<file path="src/hdl/complex_arith_unit_core_assert.svh">
// Assertion macros for the complex arithmetic unit.
`ifndef COMPLEX_ARITH_UNIT_CORE_ASSERT_SVH
`define COMPLEX_ARITH_UNIT_CORE_ASSERT_SVH

// Check prop in the same cycle as cond.
`define CAU_ASSERT_NOW(lbl, cond, prop) \
   lbl: assert property (@(posedge clock) disable iff (reset) (cond) |-> (prop)) \
      else $error("cau assertion failed");

// Check prop in the cycle after cond.
`define CAU_ASSERT_NEXT(lbl, cond, prop) \
   lbl: assert property (@(posedge clock) disable iff (reset) (cond) |=> (prop)) \
      else $error("cau assertion failed");

`endif

</file>
<file path="src/hdl/cau_pkg.sv">
package cau_pkg;

   localparam int DataBits = 32;
   localparam int FuncBits = 2;
   localparam int WordBitsDefault = 32;
   localparam int FracBitsDefault = 16;

   typedef enum logic [FuncBits-1:0] {
      FUNC_ADD,
      FUNC_SUB,
      FUNC_MUL,
      FUNC_DIV
   } func_type;

   typedef struct packed {
      logic is_div;
      logic dz;
      logic ov_re;
      logic ov_im;
      logic neg_re;
      logic neg_im;
   } flow_type;

endpackage

</file>
<file path="src/hdl/cau_rsp_if.sv">
interface cau_rsp_if;
   import cau_pkg::*;

   logic                       valid;
   logic                       ready;
   logic signed [DataBits-1:0] re_out;
   logic signed [DataBits-1:0] im_out;
   logic                       div_by_zero;
   logic                       overflow;

   modport source (output valid, re_out, im_out, div_by_zero, overflow, input ready);
   modport sink (input valid, re_out, im_out, div_by_zero, overflow, output ready);

endinterface

</file>
<file path="src/hdl/cau_back.sv">
`include "complex_arith_unit_core_assert.svh"

module cau_back #(
   parameter int WORD_BITS = cau_pkg::WordBitsDefault
) (
   input  logic                 clock,
   input  logic                 reset,
   input  logic                 up_valid,
   output logic                 up_ready,
   input  cau_pkg::flow_type    up_flow,
   input  logic [WORD_BITS-1:0] up_q_re,
   input  logic [WORD_BITS-1:0] up_q_im,
   cau_rsp_if.source            rsp_bus
);
   import cau_pkg::*;

   localparam int W = WORD_BITS;
   localparam logic [W-1:0] WordMax = {1'b0, {(W-1){1'b1}}};
   localparam logic [W-1:0] WordMin = {1'b1, (W-1)'(0)};
   localparam logic signed [DataBits-1:0] OutMax = DataBits'(signed'(WordMax));
   localparam logic signed [DataBits-1:0] OutMin = DataBits'(signed'(WordMin));

   // apply sign and clamp a quotient magnitude: {overflow, word}
   function automatic logic [W:0] finish(input logic [W-1:0] q, input logic neg,
                                         input logic ov);
      logic [W-1:0] lim;
      lim = neg ? WordMin : WordMax;
      if (ov || (q > lim)) begin
         return {1'b1, lim};
      end else begin
         return {1'b0, neg ? W'(-q) : q};
      end
   endfunction

   logic                       valid_ff;
   logic signed [DataBits-1:0] re_ff, re_in, im_ff, im_in;
   logic                       dz_ff, dz_in, ov_ff, ov_in;
   logic [W:0]                 f_re, f_im;

   assign up_ready = !valid_ff || rsp_bus.ready;

   always_comb begin
      f_re  = finish(up_q_re, up_flow.neg_re, up_flow.ov_re);
      f_im  = finish(up_q_im, up_flow.neg_im, up_flow.ov_im);
      dz_in = 1'b0;
      if (!up_flow.is_div) begin
         re_in = DataBits'(signed'(up_q_re));
         im_in = DataBits'(signed'(up_q_im));
         ov_in = up_flow.ov_re || up_flow.ov_im;
      end else if (up_flow.dz) begin
         re_in = '0;
         im_in = '0;
         ov_in = 1'b0;
         dz_in = 1'b1;
      end else begin
         re_in = DataBits'(signed'(f_re[W-1:0]));
         im_in = DataBits'(signed'(f_im[W-1:0]));
         ov_in = f_re[W] || f_im[W];
      end
   end

   always_ff @(posedge clock) begin
      if (reset) begin
         valid_ff <= 1'b0;
      end else if (up_ready) begin
         valid_ff <= up_valid;
      end
   end

   always_ff @(posedge clock) begin
      if (up_ready) begin
         re_ff <= re_in;
         im_ff <= im_in;
         dz_ff <= dz_in;
         ov_ff <= ov_in;
      end
   end

   assign rsp_bus.valid       = valid_ff;
   assign rsp_bus.re_out      = re_ff;
   assign rsp_bus.im_out      = im_ff;
   assign rsp_bus.div_by_zero = dz_ff;
   assign rsp_bus.overflow    = ov_ff;

   `CAU_ASSERT_NOW(dz_zero_a, valid_ff && dz_ff, re_ff == '0 && im_ff == '0 && !ov_ff)
   `CAU_ASSERT_NOW(ov_rail_a, valid_ff && ov_ff, re_ff == OutMax || re_ff == OutMin || im_ff == OutMax || im_ff == OutMin)

endmodule

</file>
<file path="src/flat_wrapper.sv">
// flat-port wrapper written by rule: the top's interface ports become plain ports
module cau_back_flat import cau_pkg::*;
#(
   parameter int WORD_BITS = cau_pkg::WordBitsDefault
)
  (clock, reset, up_valid, up_ready, up_flow, up_q_re, up_q_im, rsp_bus_valid, rsp_bus_re_out, rsp_bus_im_out, rsp_bus_div_by_zero, rsp_bus_overflow, rsp_bus_ready);
  cau_rsp_if rsp_bus_i ();
  input  logic clock;
  input  logic reset;
  input  logic up_valid;
  output logic up_ready;
  input  cau_pkg::flow_type up_flow;
  input  logic [WORD_BITS-1:0] up_q_re;
  input  logic [WORD_BITS-1:0] up_q_im;
  output wire logic [$bits(rsp_bus_i.valid)-1:0] rsp_bus_valid;
  output wire logic [$bits(rsp_bus_i.re_out)-1:0] rsp_bus_re_out;
  output wire logic [$bits(rsp_bus_i.im_out)-1:0] rsp_bus_im_out;
  output wire logic [$bits(rsp_bus_i.div_by_zero)-1:0] rsp_bus_div_by_zero;
  output wire logic [$bits(rsp_bus_i.overflow)-1:0] rsp_bus_overflow;
  input wire logic [$bits(rsp_bus_i.ready)-1:0] rsp_bus_ready;
  assign rsp_bus_valid = rsp_bus_i.valid;
  assign rsp_bus_re_out = rsp_bus_i.re_out;
  assign rsp_bus_im_out = rsp_bus_i.im_out;
  assign rsp_bus_div_by_zero = rsp_bus_i.div_by_zero;
  assign rsp_bus_overflow = rsp_bus_i.overflow;
  assign rsp_bus_i.ready = rsp_bus_ready;
  cau_back #(.WORD_BITS(WORD_BITS)) u_core (.clock(clock), .reset(reset), .up_valid(up_valid), .up_ready(up_ready), .up_flow(up_flow), .up_q_re(up_q_re), .up_q_im(up_q_im), .rsp_bus(rsp_bus_i));
endmodule
</file>
<file path="config.mk">
export PLATFORM = sky130hd
export DESIGN_NAME = cau_back_flat
export DESIGN_NICKNAME = d
export VERILOG_FILES = /design/src/hdl/cau_pkg.sv /design/src/hdl/cau_rsp_if.sv /design/src/hdl/cau_back.sv /design/src/flat_wrapper.sv
export VERILOG_INCLUDE_DIRS = /design/src /design/src/hdl
export SDC_FILE = /design/constraint.sdc
export NUM_CORES = 1
export LEC_CHECK = 0
export BUFFER_PORTS_ARGS = -buffer_cell sky130_fd_sc_hd__buf_2
export CAP_MARGIN = 20
export CORE_MARGIN = 5
export CORE_UTILIZATION = 50
export DETAILED_ROUTE_END_ITERATION = 6
export PLACE_DENSITY = 0.87
export SKIP_CTS_REPAIR_TIMING = 1
export SLEW_MARGIN = 30
export SYNTH_ARGS = -nofsm -noshare
export SYNTH_HDL_FRONTEND = slang
export SYNTH_SLANG_ARGS = --single-unit
</file>
<file path="constraint.sdc">
create_clock -name clock -period 3.3 [get_ports clock]
set_clock_uncertainty 0.1 [all_clocks]
set_input_delay 0.33 -clock clock [delete_from_list [all_inputs] [get_ports clock]]
set_output_delay 0.33 -clock clock [all_outputs]
set_load 0.05 [all_outputs]
</file>
# After elaboration in Yosys (flattened, before gate mapping)
# Index checks and enable logic that the tools add are counted.
dict set report classes {
  order_cmp 2
  n_reduce_logical 6
  add_sub_neg 2
  n_mux 13
}
# op count
set op_table {}
lappend op_table {{2-to-1 mux 32 bit} 8}
lappend op_table {{2-to-1 mux 33 bit} 2}
lappend op_table {{> comparator 32 bit} 2}
lappend op_table {{negation 32 bit} 2}
lappend op_table {{logical OR 1 bit} 5}
lappend op_table {{2-to-1 mux 1 bit} 3}
lappend op_table {{logical NOT 1 bit} 1}
dict set report word_totals {
  in_bits 74
  reg_bits 67
  output_inout_bits 68
}

# Longest topological paths before layout
dict set report logic_depth {
  word_depth 7
  depth_mapped 12
  ltp_nobuf 9
}

# Worst setup path before layout
# Ideal clock, no wire load.
dict set report synth_timing {
  kind {input-to-reg}
  start {input port up_flow[0] (netlist bit)}
  end {register u_core.im_ff[18] (netlist: u_core.rsp_bus.im_out[18]), data pin}
  required_ns 2.939
  setup_time_ns 0.261
  stages 11
  setup_slack_ns 0.084
  arrival_time_ns 2.855
  cell_sequence {clkbuf_1 > inv_1 > ha_1 > nand4_1 > nor4_1 > nor2_1 > and3_1 > a211oi_2 > clkbuf_1 > o21ai_0 > a221o_1}
}
dict set report synth_between {
  elab_chain_cells 6
  word_cells_on_any_way 7
}
# item line_no
set synth_lines {}
lappend synth_lines {{start, declared} flat_wrapper.sv:12} ;# input cau_pkg::flow_type up_flow;
lappend synth_lines {{2-to-1 mux 32 bit} cau_back.sv:27} ;# lim = neg ? WordMin : WordMax;
lappend synth_lines {{> comparator 32 bit} cau_back.sv:28} ;# if (ov || (q > lim)) begin
lappend synth_lines {{logical OR 1 bit} cau_back.sv:28}
lappend synth_lines {{2-to-1 mux 33 bit (*)} cau_back.sv:28}
lappend synth_lines {{2-to-1 mux 32 bit (*)} cau_back.sv:50} ;# end else if (up_flow.dz) begin
lappend synth_lines {{2-to-1 mux 32 bit (*)} cau_back.sv:46} ;# if (!up_flow.is_div) begin
lappend synth_lines {{named net u_core.im_in[18]} cau_back.sv:36} ;# logic signed [DataBits-1:0] re_ff, re_in, im_ff, im_in;
lappend synth_lines {{end signal, assigned} cau_back.sv:73} ;# im_ff <= im_in;
lappend synth_lines {{end, declared} cau_back.sv:36}
# Mark *: on every way through the listed nets, which the timed path passes. The rest lies on a longest branch.
# A chain may end at the register's enable or synchronous reset.

# Worst setup path in the final report
dict set report layout_timing {
  start {input port up_flow[0] (netlist bit)}
  end {register u_core.im_ff[29] (netlist: u_core.rsp_bus.im_out[29]), data pin}
}
# The elaborated chain is that of the path after synthesis.

==> summary.md <==
| Metric | Value |
|---|---|
| Crit. End Element | flop |
| Yosys top cell area share | 0.335 |
| Grt ovf | 0 |
| Die span in y | 119 µm |
| Worst path max stage delay | ~0.45 ns |
| H-tree Lvls | 3 |
| Worst path required time | 3.28 ns |
| First-pass GRT wire length | 29,900 µm |
| Final WL | 18,600 µm |
| GPL Wtd Cong | 0.990 |
| Placement Setup Slack | -0.0960 ns |
| Post-synth cell types | 54 |
| Antenna Nets Post-Route | 0 |
| Yosys warns | 0 |
| PwrDens | 428 nW/µm² |
| Tot Pwr | around 3.1 mW |
| Async S/R FF share, synth | 0 |
| Vias in the first global route | 5,869 |
| CTS buffer count | 9 |
| Mean Syn Cell Area | about 8.7 µm² |
| Setup ws final | 0.221 ns |
| Gate Count Post-Synth | roughly 680 |
| Clock sinks | 67 |
| Starting Density | 0.513 |
| Syn Nets | 817 |
| Initial antenna violation count | 0 |
| Max-Cap Viols | 0 |
| Via density | 6.51 |
| Root Buffer | clkbuf_16 |
| Critical-path maximum fanout | 26 |
| DRT iter0 DRCs | 637 |
| Post-synthesis register bit count | between 60 and 70 |
| Final period utilization | 0.933 |
| Largest net degree at the start of global routing | 36 |
| Drc violations | 0 |
| Netlist Area Pre-Place | just under 6000 µm² |
| Layout cells sized above 1 | 0.248 |
| Vias | 6,393 |
| Sequential area share after synthesis | 0.339 |
| Final core utilization | 0.636 |
| Avg WL per Cell | 19.0 µm |
| Port buffer count | 141 |
| Area of the multi-input gates | roughly 3700 µm² |
| Crit path DAT | 3.06 ns |
| Synth-to-Final Area Change | 24.0% |
| Final worst path period need | 3.08 ns |
| Core ar. | between 10,000 and 15,000 µm² |
| Chip width | 119 µm |
| Crit path top cell by count | nor4_1 |
| # setup viols final | 0 |
| Top FF cell, synth | edfxtp_1 |
| CTS max path bufs | 2 |
| Drt pass-1 iters | 7 |
| Top post-synthesis cells by area | edfxtp_1 34%, ha_1 14%, nand2_1 5.0%, o21ai_0 4.8%, a21oi_1 3.4% |
| Setup CP Type | in2reg |
| Crit path cell chain | buf_2 -> buf_12 -> ha_1 -> nand4_1 -> nor4_1 -> a21boi_0 -> nor4_1 -> a211oi_2 -> buf_4 -> o21ai_0 -> a221o_1 |
| Max-slew violations | 0 |
| Dpl hpwl | 13,500 µm |
| EDFF count, synth | 66 |
| Final net count | roughly 970 |
| CTS tree | done |
| Reg clk slew, reported paths | approximately 0.050 ns |
| Slowest stage cell, crit path | nor4_1 |
| Min-Delay Path Class | in2reg |
| Fmax | 0.325 GHz |
| Row cnt | 39 |
| Setup TNS | 0 ns |
| Endpoints failing hold | 0 |
| RSZ-0062 raised after global routing | false |
| Register cell area after layout | roughly 2000 µm² |
| Slew @ Worst Pin | 0.862 ns |
| GRT Total Usage | 0.257 |
| Fill cells | 939 |
| Worst rel slew slack | 0.423 |
| Setup crit start kind | input pin |
| Die area | 14,100 µm² |
| Clock latency on the worst-skew pair | 0.34 ns |
| Static leakage | 3.11 nW |
| Io pins | 142 |
| Largest area contributor in the netlist | edfxtp_1 |
| Outcome | complete, no violations |
| IR drop worst, VDD | 292 µV |
## metal layers
layer / vias up / GRT usage / part of all wire
li1: 2993 / - / -
met1: 2940 / 0.358 / 0.41
met2: 408 / 0.395 / 0.45
met3: 52 / 0.0425 / 0.11
met4: 0 / 0.112 / 0.032
met5: - / 0 / 0
## final timing paths
| check | from | endpoint | slack (ns) | depth (start not counted) |
|---|---|---|---|---|
| setup / recovery | up_flow[0] | u_core.rsp_bus.im_out[29] | 0.22 | 11 |
| hold / removal | reset | u_core.rsp_bus.valid | 0.04 | 2 |
| setup reg to reg | u_core.rsp_bus.valid | u_core.rsp_bus.re_out[20] | 1.74 | 2 |
| hold reg to reg | u_core.rsp_bus.valid | u_core.rsp_bus.valid | 0.78 | 2 |
## flip-flops by register name, summed over array words and instances (netlist names)
register                    cells
u_core.rsp_bus.div_by_zero      1
u_core.rsp_bus.valid            1
u_core.rsp_bus.im_out          32
u_core.rsp_bus.re_out          32
u_core.rsp_bus.overflow         1
## cells in the mapped netlist, types with 6 or more instances
cell type,n
nor4_1,23
o211ai_1,21
or3_1,12
a221o_1,15
nand4_1,19
clkbuf_1,34
o31ai_1,6
mux2i_1,8
nand2_1,78
or4_1,6
nor4b_1,12
nor3b_1,12
nor3_1,28
inv_1,10
nand3_1,29
edfxtp_1,66
nor2_1,50
a21oi_1,40
and3_1,6
ha_1,66
a211o_1,6
o21ai_0,57
## layout by cell type (no fill, tap or decap), types with 3 or more instances in the layout
cell type  netlist  layout
buf_2            0     140
nand2_1         78      78
ha_1            66      66
edfxtp_1        66      66
o21ai_0         57      57
nor2_1          50      50
a21oi_1         40      40
buf_4            0      38
nand3_1         29      29
nor3_1          28      28
nor4_1          23      23
o211ai_1        21      21
nand4_1         19      19
a221o_1         15      15
nor3b_1         12      12
or3_1           12      12
nor4b_1         12      12
inv_1           10      10
clkbuf_16        0       9
mux2i_1          8       8
and3_1           6       6
or4_1            6       6
a211o_1          6       6
o31ai_1          6       6
and3b_1          5       5
o41ai_1          5       5
a211oi_1         4       4
a21o_1           4       4
o21a_1           4       3
a2bb2oi_1        3       3
nor2b_1          3       3
or2_2            3       3
nand2b_1         4       3
o21ai_1          3       3
nand3b_1         3       3
a2111oi_0        4       3
buf_12           0       3
## critical path, delay by kind of cell
kind                     cells  cell delay [ns]
AND/OR/NAND/NOR              3             0.73
buffers and inverters        3             0.60
AO/OA/AOI/OAI                4             1.07
adder cells (fa/ha/maj)      1             0.33
## through the flow
| stage | area, µm² | hold WS [ns] | cells |
|---|---|---|---|
| after global routing | 7330 | 0.0504 | 981 |
| after detailed placement | 7010 | 0.395 | 966 |
| final | 7330 | 0.0431 | 982 |
| after floorplan | 5910 | 0.299 | 677 |
| after global placement | 7010 | 0.390 | 966 |
| after CTS | 7320 | 0.0460 | 981 |
## power breakdown
group,internal [mW],total (mW),switching [mW],leakage [nW]
combinational,0.295,1.03,0.737,2.25
sequential,1.05,1.07,0.0257,0.713
clock,0.652,1.03,0.379,0.149
## cell type report
type	instances	area share
sequential	67	0.273
tap	143	0.0244
inverter	10	0.00512
antenna	1	0.000341
timing repair buffer	182	0.144
multi-input combinational	564	0.511
clock buffer	9	0.0307
clock inverter	6	0.0111
## cell families (layout without fill, tap and decap cells)
group                      after synthesis  in the layout  synth area share
buffers and inverters                   46            207            0.0292
adders and majority gates               66             66             0.140
muxes                                    8              8            0.0135
AOI/OAI and AO/OA                      189            189             0.211
other                                    0              1                 0
and+or+nand+nor                        301            301             0.268
DFF                                     67             67             0.339
Note: power is estimated with default switching activity, not from simulation.
