===== src/hdl/complex_arith_unit_core_assert.svh =====
// Assertion macros for the complex arithmetic unit.
`ifndef COMPLEX_ARITH_UNIT_CORE_ASSERT_SVH
`define COMPLEX_ARITH_UNIT_CORE_ASSERT_SVH

// Check prop in the same cycle as cond.
`define CAU_ASSERT_NOW(lbl, cond, prop) \
   lbl: assert property (@(posedge clock) disable iff (reset) (cond) |-> (prop)) \
      else $error("cau assertion failed");

// Check prop in the cycle after cond.
`define CAU_ASSERT_NEXT(lbl, cond, prop) \
   lbl: assert property (@(posedge clock) disable iff (reset) (cond) |=> (prop)) \
      else $error("cau assertion failed");

`endif


===== src/hdl/cau_pkg.sv =====
package cau_pkg;

   localparam int DataBits = 32;
   localparam int FuncBits = 2;
   localparam int WordBitsDefault = 32;
   localparam int FracBitsDefault = 16;

   typedef enum logic [FuncBits-1:0] {
      FUNC_ADD,
      FUNC_SUB,
      FUNC_MUL,
      FUNC_DIV
   } func_type;

   typedef struct packed {
      logic is_div;
      logic dz;
      logic ov_re;
      logic ov_im;
      logic neg_re;
      logic neg_im;
   } flow_type;

endpackage


===== src/hdl/cau_div_cell.sv =====
`include "complex_arith_unit_core_assert.svh"

module cau_div_cell #(
   parameter int WORD_BITS = cau_pkg::WordBitsDefault
) (
   input  logic                   clock,
   input  logic                   reset,
   input  logic                   up_valid,
   output logic                   up_ready,
   input  cau_pkg::flow_type      up_flow,
   input  logic [WORD_BITS-1:0]   up_q_re,
   input  logic [WORD_BITS-1:0]   up_q_im,
   input  logic [2*WORD_BITS-1:0] up_rem_re,
   input  logic [2*WORD_BITS-1:0] up_rem_im,
   input  logic [WORD_BITS-1:0]   up_low_re,
   input  logic [WORD_BITS-1:0]   up_low_im,
   input  logic [2*WORD_BITS-1:0] up_den,
   output logic                   down_valid,
   input  logic                   down_ready,
   output cau_pkg::flow_type      down_flow,
   output logic [WORD_BITS-1:0]   down_q_re,
   output logic [WORD_BITS-1:0]   down_q_im,
   output logic [2*WORD_BITS-1:0] down_rem_re,
   output logic [2*WORD_BITS-1:0] down_rem_im,
   output logic [WORD_BITS-1:0]   down_low_re,
   output logic [WORD_BITS-1:0]   down_low_im,
   output logic [2*WORD_BITS-1:0] down_den
);
   import cau_pkg::*;

   localparam int W = WORD_BITS;
   localparam int PW = 2 * W;

   // one restoring step: {quotient bit, new remainder}
   function automatic logic [PW:0] div_step(input logic [PW-1:0] rem,
                                            input logic bit_in,
                                            input logic [PW-1:0] d);
      logic [PW:0] r2;
      logic [PW:0] diff;
      logic        ge;
      r2   = {rem, bit_in};
      diff = r2 - {1'b0, d};
      ge   = r2 >= {1'b0, d};
      return {ge, ge ? diff[PW-1:0] : r2[PW-1:0]};
   endfunction

   logic          valid_ff;
   flow_type      flow_ff;
   logic [W-1:0]  q_re_ff, q_re_in, q_im_ff, q_im_in;
   logic [W-1:0]  low_re_ff, low_re_in, low_im_ff, low_im_in;
   logic [PW-1:0] rem_re_ff, rem_re_in, rem_im_ff, rem_im_in;
   logic [PW-1:0] den_ff;
   logic [PW:0]   st_re, st_im;

   assign up_ready = !valid_ff || down_ready;

   always_comb begin
      st_re = div_step(up_rem_re, up_low_re[W-1], up_den);
      st_im = div_step(up_rem_im, up_low_im[W-1], up_den);
      if (up_flow.is_div) begin
         q_re_in   = {up_q_re[W-2:0], st_re[PW]};
         q_im_in   = {up_q_im[W-2:0], st_im[PW]};
         rem_re_in = st_re[PW-1:0];
         rem_im_in = st_im[PW-1:0];
         low_re_in = up_low_re << 1;
         low_im_in = up_low_im << 1;
      end else begin
         q_re_in   = up_q_re;
         q_im_in   = up_q_im;
         rem_re_in = up_rem_re;
         rem_im_in = up_rem_im;
         low_re_in = up_low_re;
         low_im_in = up_low_im;
      end
   end

   always_ff @(posedge clock) begin
      if (reset) begin
         valid_ff <= 1'b0;
      end else if (up_ready) begin
         valid_ff <= up_valid;
      end
   end

   always_ff @(posedge clock) begin
      if (up_ready) begin
         flow_ff   <= up_flow;
         q_re_ff   <= q_re_in;
         q_im_ff   <= q_im_in;
         rem_re_ff <= rem_re_in;
         rem_im_ff <= rem_im_in;
         low_re_ff <= low_re_in;
         low_im_ff <= low_im_in;
         den_ff    <= up_den;
      end
   end

   assign down_valid  = valid_ff;
   assign down_flow   = flow_ff;
   assign down_q_re   = q_re_ff;
   assign down_q_im   = q_im_ff;
   assign down_rem_re = rem_re_ff;
   assign down_rem_im = rem_im_ff;
   assign down_low_re = low_re_ff;
   assign down_low_im = low_im_ff;
   assign down_den    = den_ff;

   `CAU_ASSERT_NOW(rem_below_den_a, valid_ff && flow_ff.is_div && !flow_ff.dz && !flow_ff.ov_re, rem_re_ff < den_ff)
   `CAU_ASSERT_NOW(pass_rem_zero_a, valid_ff && !flow_ff.is_div, rem_re_ff == '0 && rem_im_ff == '0)
   `CAU_ASSERT_NEXT(stall_hold_a, valid_ff && !down_ready, valid_ff && $stable(q_re_ff) && $stable(q_im_ff))

endmodule


===== config.mk =====
export PLATFORM = sky130hd
export DESIGN_NAME = cau_div_cell
export DESIGN_NICKNAME = d
export VERILOG_FILES = /design/src/hdl/cau_pkg.sv /design/src/hdl/cau_div_cell.sv
export VERILOG_INCLUDE_DIRS = /design/src /design/src/hdl
export SDC_FILE = /design/constraint.sdc
export NUM_CORES = 1
export LEC_CHECK = 0
export ABC_AREA = 1
export BUFFER_PORTS_ARGS = -buffer_cell sky130_fd_sc_hd__buf_4
export CORE_AREA = 2 2 254 256
export CTS_CLUSTER_SIZE = 10
export DETAILED_ROUTE_END_ITERATION = 12
export DIE_AREA = 0 0 256 258
export PLACE_DENSITY = 0.67
export SYNTH_ARGS = -nofsm -noshare
export SYNTH_HDL_FRONTEND = slang
export SYNTH_SLANG_ARGS = --single-unit

===== constraint.sdc =====
create_clock -name clock -period 11.6 [get_ports clock]
set_input_delay 2.32 -clock clock [delete_from_list [all_inputs] [get_ports clock]]
set_output_delay 2.32 -clock clock [all_outputs]
set_load 0.03 [all_outputs]

After elaboration in Yosys (flattened, before gate mapping)
Index checks and enable logic that the tools add are counted.
Widths: inputs -> output; s select.
- word-level logic and storage cells: 30
- input bits: 330
- bits in registers: 327
- magnitude comparators: 2
- multiplexer cells: 8
- reduce and logical (&&, ||, !) cells: 2
- add/sub/neg operators: 2
- operators by type and width (cell ; count):
    $mux 64 ; 4
    $ge 65x64->1 ; 2
    $mux 32 ; 4
    $sub 64x64->64 ; 2
    $logic_not 1->1 ; 1
    $logic_or 1x1->1 ; 1

Depth between registers and ports, before layout
Gate-level depths: netlist of run 1.
- depth after elaboration: 3
- depth in mapped cells: 19

Worst setup path after synthesis of run 1
Ideal clock, no wire load.
- path kind: input to output
- start point: input down_ready
- end point: output up_ready
- path slack: -122 ps
- data arrival time: 9402 ps
- stages on the path: 2
- required time: 9280 ps
- path through: inv_1 nand2_1
- word-level cells in the longest chain between the ends: 1
- ends and longest elaborated chain (what ; line ; text):
    start, declared ; cau_div_cell.sv:19 ; input logic down_ready,
    $logic_or 1x1->1 ; cau_div_cell.sv:55 ; assign up_ready = !valid_ff || down_ready;
    end, declared ; cau_div_cell.sv:9 ; output logic up_ready,
No other way between the ends.

Worst setup path after layout of run 1
Ends and elaborated chain as after synthesis.

==> summary.md, run 1 <==
| Metric | Value |
|---|---|
| Status | `finished clean` |
| # fillers | `6495` |
| Post-CTS Setup Repair Bufs | `0` |
| Syn Std Cell Area | `26200 um2` |
| Final Total Pwr | `0.00422 W` |
| Final setup skew | `16.9 ps` |
| PD cells | `127 nW/um2` |
| CTS tree | `built` |
| Cell taking the most area after synthesis | `edfxtp_1` |
| Avg Cell Area, Syn | `6.68 um2` |
| Inst Count DP | `5370` |
| Final setup viols | `0` |
| Die H | `258 um` |
| EDFF count, synth | `326` |
| Worst hold start | `down_valid` |
| Crit path max-delay cell type | `buf_4` |
| Port buffer count | `657` |
| Routed length per placed instance | `21.0 um` |
| Sequential share of power | `35.7%` |
| Placer Congestion | `0.973` |
| CP most frequent cell | `buf_4` |
| Initial DRC count | `2212` |
| Top-count cell post-synth | `nand2_1` |
| Internal | `0.00265 W` |
| Maximum clock path buffer count | `3` |
| Seq/Total Area, Yosys | `37.4%` |
| Max_slew headroom | `33.5%` |
| Max incr delay on CP | `260 ps` |
| Grt ovf | `0` |
| FF+latch count, synth | `327` |
| Gr usage total | `33.5%` |
| Crit Reg-Reg Startpoint | `down_valid` |
| Tmin final | `5390 ps` |
| DR vias/cell | `5.05` |
| Post-CTS Hold Fix Bufs | `0` |
| Comb pwr share | `34.8%` |
| Top_reg_cell synth | `edfxtp_1` |
| Count of pins over their slew limit | `0` |
| Chip width | `256 um` |
| Setup ws final | `6210 ps` |
| Hold Crit Class | `reg -> reg` |
| Post-route cell area | `33200 um2` |
| Critical Path Fanout Max | `34` |
| Crit-path leading delay family | `buffers and inverters` |
| Initial antenna violation count | `18` |
| Async S/R FF share, synth | `0%` |
| Drt pass-1 iters | `6` |
| Clock power share | `29.5%` |
| Yosys top cell area share | `37.4%` |
| Initial Util | `41.2%` |
| Clock Latency Late Sink | `590 ps` |
| Final Hold Viols | `0` |
| H-tree lvl count | `2` |
| # IOs | `658` |
| DP Wirelength | `96.5 mm` |
| Static leakage | `18.0 nW` |
| Switch share | `37.1%` |
| Share of cells above drive strength 1 | `17.2%` |
| Place WS | `5720 ps` |
| DR vias | `27500` |
| Placement Cell Area | `31900 um2` |
| Yosys Warn Count | `0` |
| Setup TNS | `0 ps` |
| Max-cap violations | `0` |
| Crit path DAT | `3070 ps` |
| Total Nets Final | `5018` |
| Psw | `0.00157 W` |
| First-pass GRT wire length | `164 mm` |
| CP Launch Type | `primary input` |
| Worst vdd ir | `0.000113 V` |
| RSZ-0062 raised after global routing | `no` |
| CTS Buf Count | `41` |
| Total Die Area | `66000 um2` |
| Area contributors post-synth | `edfxtp_1 (37%), nand2_1 (23%), inv_1 (11%), ha_1 (6.1%), nand3_1 (5.0%)` |
| Gate Count Post-Synth | `3925` |
| Start point of the critical path | `down_ready` |
| Final wirelength | `115 mm` |
| Count of cell types in the netlist | `38` |
| DRC viols | `0` |
| Clock root cell | `clkbuf_16` |
| Pin count of the biggest net entering global routing | `105` |
| Sink Count | `327` |
| Vias in the first global route | `26400` |
| Routed Antenna Nets | `0` |
| Final Cycle Share | `46.5%` |
| Num rows | `93` |
| Final Non-Filler Cells | `5453` |
| Worst-margin pin slew | `997 ps` |
| Layout area overhead | `26.8%` |
| WP buf/inv | `3` |
| Syn_nets | `4385` |
| Data required, critical path | `9280 ps` |
| Fmax | `186 MHz` |
| Top cells by count, synth | `nand2_1 (1607), inv_1 (760), edfxtp_1 (326)` |
| Core area | `63600 um2` |
| Critical path class | `in -> out` |
| Critical path cell sequence | `buf_4 -> inv_1 -> nand2_8 -> buf_4` |
| Post-CTS resize count | `0` |
| Worst-path clk slew | `50 ps` |
| CP endpoint kind | `primary output` |
[sequential cells by signal, summed over array words and instances (netlist names)]
| name | count |
|---|---|
| down_den | 64 |
| down_rem_im | 64 |
| down_rem_re | 64 |
| down_low_im | 32 |
| down_low_re | 32 |
| down_q_im | 32 |
| down_q_re | 32 |
| down_flow | 6 |
| down_valid | 1 |
[stage by stage]
step | utilization, % | hold slack [ps]
floorplan | - | 2390
global placement | 50.1 | 804
detailed placement | 50.1 | 804
CTS | 52.1 | 811
global route | 52.2 | 858
finish | 52.2 | 812
[layout make-up]
| class | count | area [um2] | area share [%] |
|---|---|---|---|
| timing repair buffer | 670 | 5030 | 15.2 |
| sequential | 327 | 9810 | 29.5 |
| multi-input combinational | 2747 | 13100 | 39.4 |
| inverter | 771 | 2900 | 8.73 |
| tap | 855 | 1070 | 3.22 |
| clock inverter | 10 | 148 | 0.444 |
| antenna | 18 | 45.0 | 0.136 |
| clock buffer | 55 | 1110 | 3.34 |
[worst reg2reg max path, stage by stage, from the launching register on]
cell     delay, ps
dfxtp_1        360
nand2_8        290
buf_4          720
buf_4          810
buf_4          850
[placed cells by master (no fill, tap or decap), types with 2 or more instances in the layout]
| master | n |
|---|---|
| a21o_1 | 2 |
| a21oi_1 | 108 |
| a21oi_2 | 3 |
| and2_1 | 2 |
| buf_4 | 669 |
| bufinv_16 | 2 |
| clkbuf_1 | 11 |
| clkbuf_16 | 41 |
| clkbuf_8 | 3 |
| clkinv_1 | 4 |
| clkinv_2 | 2 |
| diode_2 | 18 |
| edfxtp_1 | 326 |
| fa_1 | 2 |
| ha_1 | 128 |
| inv_1 | 759 |
| inv_2 | 10 |
| nand2_1 | 1606 |
| nand2_2 | 9 |
| nand2_4 | 2 |
| nand2_8 | 2 |
| nand3_1 | 261 |
| nand3_2 | 9 |
| nand3b_1 | 44 |
| nand4_1 | 33 |
| nor2_1 | 219 |
| nor2_2 | 19 |
| nor2_4 | 6 |
| nor3_1 | 22 |
| nor4_1 | 4 |
| o21ai_0 | 176 |
| o21bai_1 | 21 |
| or2_2 | 3 |
| xnor2_1 | 29 |
| xor2_1 | 34 |
[power by group through the flow]
stage / Clock [W] / Sequential, W / Combinational (W)
final: 0.00124 / 0.00151 / 0.00147
after global routing: 0.00130 / 0.00152 / 0.00157
after CTS: 0.00126 / 0.00151 / 0.00145
after detailed placement: 0 / 0.00153 / 0.00145
after global placement: 0 / 0.00153 / 0.00145
after floorplan: 0 / 0.00178 / 0.000609
[kinds of logic (layout without fill, tap and decap cells)]
group,after synthesis,after routing,share of synthesized area (%)
AOI/OAI and AO/OA,313,313,6.32
DFF,327,327,37.4
xor gates and xnor gates,63,63,2.11
other,0,18,0
and+or+nand+nor,2241,2241,35.3
adders and majority gates,130,130,6.26
buffers and inverters,851,1506,12.6
[layer usage]
metal / global-route usage [%] / wire length (um)
met4: 17.7 / 6230
met5: 0 / 0
met2: 59.1 / 56300
met1: 39.0 / 44100
met3: 5.56 / 8000
[final timing paths]
check	to	slack [ps]	cells after the start
hold / removal	down_valid	810	2
setup reg to reg	down_rem_im[23]	8100	4
hold reg to reg	down_valid	810	2
setup / recovery	up_ready	6210	4
Power figures use the tool's default switching activity.
==> run 2, diff against run 1 <==
- CORE_AREA: 2 2 254 256 -> 2 2 257 259
- DIE_AREA: 0 0 256 258 -> 0 0 259 261
- PLACE_DENSITY: 0.67 -> unset
- clock period: 11.6 -> 5.3 ns (I/O delays scaled with it)
==> run 2 against run 1 <==
  * Sequential share of layout area rose by 0.077 points
  * Global-route usage is 0.25 points higher
  * Non-clock buffer count rose by 3
  * Critical path depth grew 13
  * Clock skew grew 1.5 ps
  * Via count shrank 0.11%
  * First-iteration DRC count rose by 16%
  * Die area up 2.3%
  * Wire length is 2.0% higher
  * Sequential power up 120%
  * Critical endpoint is now down_rem_im[3]
  * Combinational power up 120%
  * Highest routed layer unchanged
  * Design area fell by 0.26%
==> summary.md, run 2 (synthesized netlist as in run 1, its figures left out) <==
| Metric | Value |
|---|---|
| Register-to-Register Setup Slack | `3420 ps (-4680 ps)` |
| Final setup skew | `18.5 ps (+1.54 ps)` |
| Clock power share | `27.2% (-2.3 points)` |
| Data required, critical path | `5730 ps (-3550 ps)` |
| Fmax | `260 MHz` |
| Port buffer count | `657 (unchanged)` |
| Tmin final | `3850 ps` |
| DP Wirelength | `99.1 mm (+2.7%)` |
| Post-CTS Hold Fix Bufs | `0 (unchanged)` |
| Final setup viols | `0 (unchanged)` |
| Crit path DAT | `4280 ps (+1210 ps)` |
| Post-CTS resize count | `0 (unchanged)` |
| Critical path class | `in -> reg` |
| Post-CTS Setup Repair Bufs | `0 (unchanged)` |
| Final Cycle Share | `72.6%` |
| CTS tree | `built` |
| Clock Latency Late Sink | `590 ps (about the same)` |
| Total Die Area | `67600 um2 (+2.3%)` |
| Clock root cell | `clkbuf_16` |
| Status | `finished clean` |
| DR vias/cell | `5.04 (-0.16%)` |
| Sequential share of power | `36.6% (+0.9 points)` |
| Vias in the first global route | `26500 (+0.36%)` |
| Static leakage | `17.9 nW (-0.29%)` |
| Commonest cells after routing, fill and taps aside | `nand2_1 (1606), inv_1 (759), buf_4 (668)` |
| Initial antenna violation count | `16 (-2)` |
| Placer Congestion | `0.984 (+1.1%)` |
| Maximum clock path buffer count | `3 (unchanged)` |
| Initial Util | `40.3% (-0.88 points)` |
| Crit Reg-Reg Startpoint | `down_valid` |
| DRC viols | `0 (unchanged)` |
| Grt ovf | `0 (unchanged)` |
| Share of cells above drive strength 1 | `17.1% (-0.091 points)` |
| Most common cell after layout, fill and taps aside | `nand2_1` |
| Final wirelength | `117 mm (+2.0%)` |
| Setup TNS | `0 ps (unchanged)` |
| Comb pwr share | `36.2% (+1.4 points)` |
| Inst Count DP | `5382 (+0.22%)` |
| # IOs | `658 (unchanged)` |
| Count of pins over their slew limit | `0 (unchanged)` |
| Worst-path clk slew | `50 ps (about the same)` |
| Gr usage total | `33.7% (+0.25 points)` |
| Final Total Pwr | `0.00897 W (+110%)` |
| Worst hold start | `reset` |
| Final Hold Viols | `0 (unchanged)` |
| DR vias | `27500 (-0.11%)` |
| Routed length per placed instance | `21.4 um (+2.0%)` |
| Worst vdd ir | `0.000241 V (+110%)` |
| Switch share | `37.6% (+0.46 points)` |
| Num rows | `94 (+1.1%)` |
| Layout area overhead | `26.4%` |
| Setup ws final | `1450 ps (-4760 ps)` |
| Start point of the critical path | `up_den[10]` |
| Core area | `65000 um2 (+2.2%)` |
| Hold Crit Class | `in -> reg` |
| Chip width | `259 um (+1.2%)` |
| RSZ-0062 raised after global routing | `no` |
| Critical Path Fanout Max | `40 (+18%)` |
| Die H | `261 um (+1.2%)` |
| Max-cap violations | `0 (unchanged)` |
| CTS Buf Count | `39 (-4.9%)` |
| R2r worst-path depth | `2 (-2)` |
| First-pass GRT wire length | `168 mm (+2.3%)` |
| Final Non-Filler Cells | `5456 (+0.055%)` |
| Internal | `0.00560 W (+110%)` |
| Psw | `0.00337 W (+120%)` |
| H-tree lvl count | `2 (unchanged)` |
| Max_slew headroom | `40.6% (+7.1 points)` |
| Routed Antenna Nets | `0 (unchanged)` |
| CP endpoint kind | `register` |
| Initial DRC count | `2560 (+16%)` |
| Drt pass-1 iters | `6 (unchanged)` |
| Worst-margin pin slew | `888 ps (-109 ps)` |
| Place WS | `980 ps (-4740 ps)` |
| CP Capture Point | `down_rem_im[3]` |
| Pin count of the biggest net entering global routing | `182 (+73%)` |
| PD cells | `271 nW/um2 (+110%)` |
| Reg2Reg Capture Point | `down_rem_im[32]` |
| Sink Count | `327 (unchanged)` |
| Total Nets Final | `5019 (+0.020%)` |
| CP Launch Type | `primary input` |
==> run 2: cell types whose count changed in the layout (fill, tap and decap cells not counted), sizes merged <==
| cell | delta |
|---|---|
| bufinv | -2 |
| clkinv | -5 |
| clkinvlp | +1 |
| buf | +3 |
| clkbuf | -2 |
| diode | -1 |
==> run 2: worst max-delay path: stages <==
cell	delay, ps
buf_4	110
inv_1	210
ha_1	350
nand2_1	180
nor2_2	100
nand2_1	230
nor2_1	80
nand2_1	70
nor2_1	40
nand2_1	100
nand3_2	90
nor2_4	230
nand2_2	120
nor2_4	680
buf_4	400
nand2_1	90
nand3_1	100
==> run 2: how the worst min path moves through the flow <==
| stage | to | cells after the start |
|---|---|---|
| 5_1_grt | down_valid | 2 |
| 3_5_place_dp | down_valid | 2 |
| 6_report | down_valid | 2 |
| 4_1_cts | down_valid | 2 |
| 2_1_floorplan | down_valid | 1 |
| 3_3_place_gp | down_valid | 2 |
==> run 2: per-layer routing <==
layer / up-vias / share of wire (%) / global-route usage (%)
met1: 12700 / 40 / 41.3
met2: 1120 / 48 / 58.1
met5: - / 0 / 0
met3: 183 / 7.5 / 5.52
li1: 13500 / - / -
met4: 0 / 4.6 / 15.6
==> run 2: final cells by class <==
type,count,area (um2)
fillers,6780,31900
clock inverters,4,60.1
diodes,17,42.5
flip-flops and latches,327,9810
inverters,771,2900
repair buffers,673,5110
multi-input cells,2747,13100
well taps,864,1080
clock buffers,53,1030
==> run 2: per-stage QoR <==
| stage | instance area (um2) | utilization [%] | hold WS [ps] |
|---|---|---|---|
| 3_3_place_gp | 32000 | 49.2 | 818 |
| 5_1_grt | 33100 | 50.9 | 639 |
| 2_1_floorplan | 26200 | - | 1130 |
| 3_5_place_dp | 32000 | 49.2 | 825 |
| 6_report | 33100 | 50.9 | 634 |
| 4_1_cts | 33100 | 50.9 | 612 |
==> run 2: power by group through the flow <==
stage,Sequential (W),Clock [W],Combinational (W)
after floorplan,0.00390,0,0.00133
after global placement,0.00333,0,0.00322
after detailed placement,0.00333,0,0.00320
after CTS,0.00329,0.00249,0.00321
after global routing,0.00331,0.00259,0.00349
final,0.00328,0.00244,0.00324
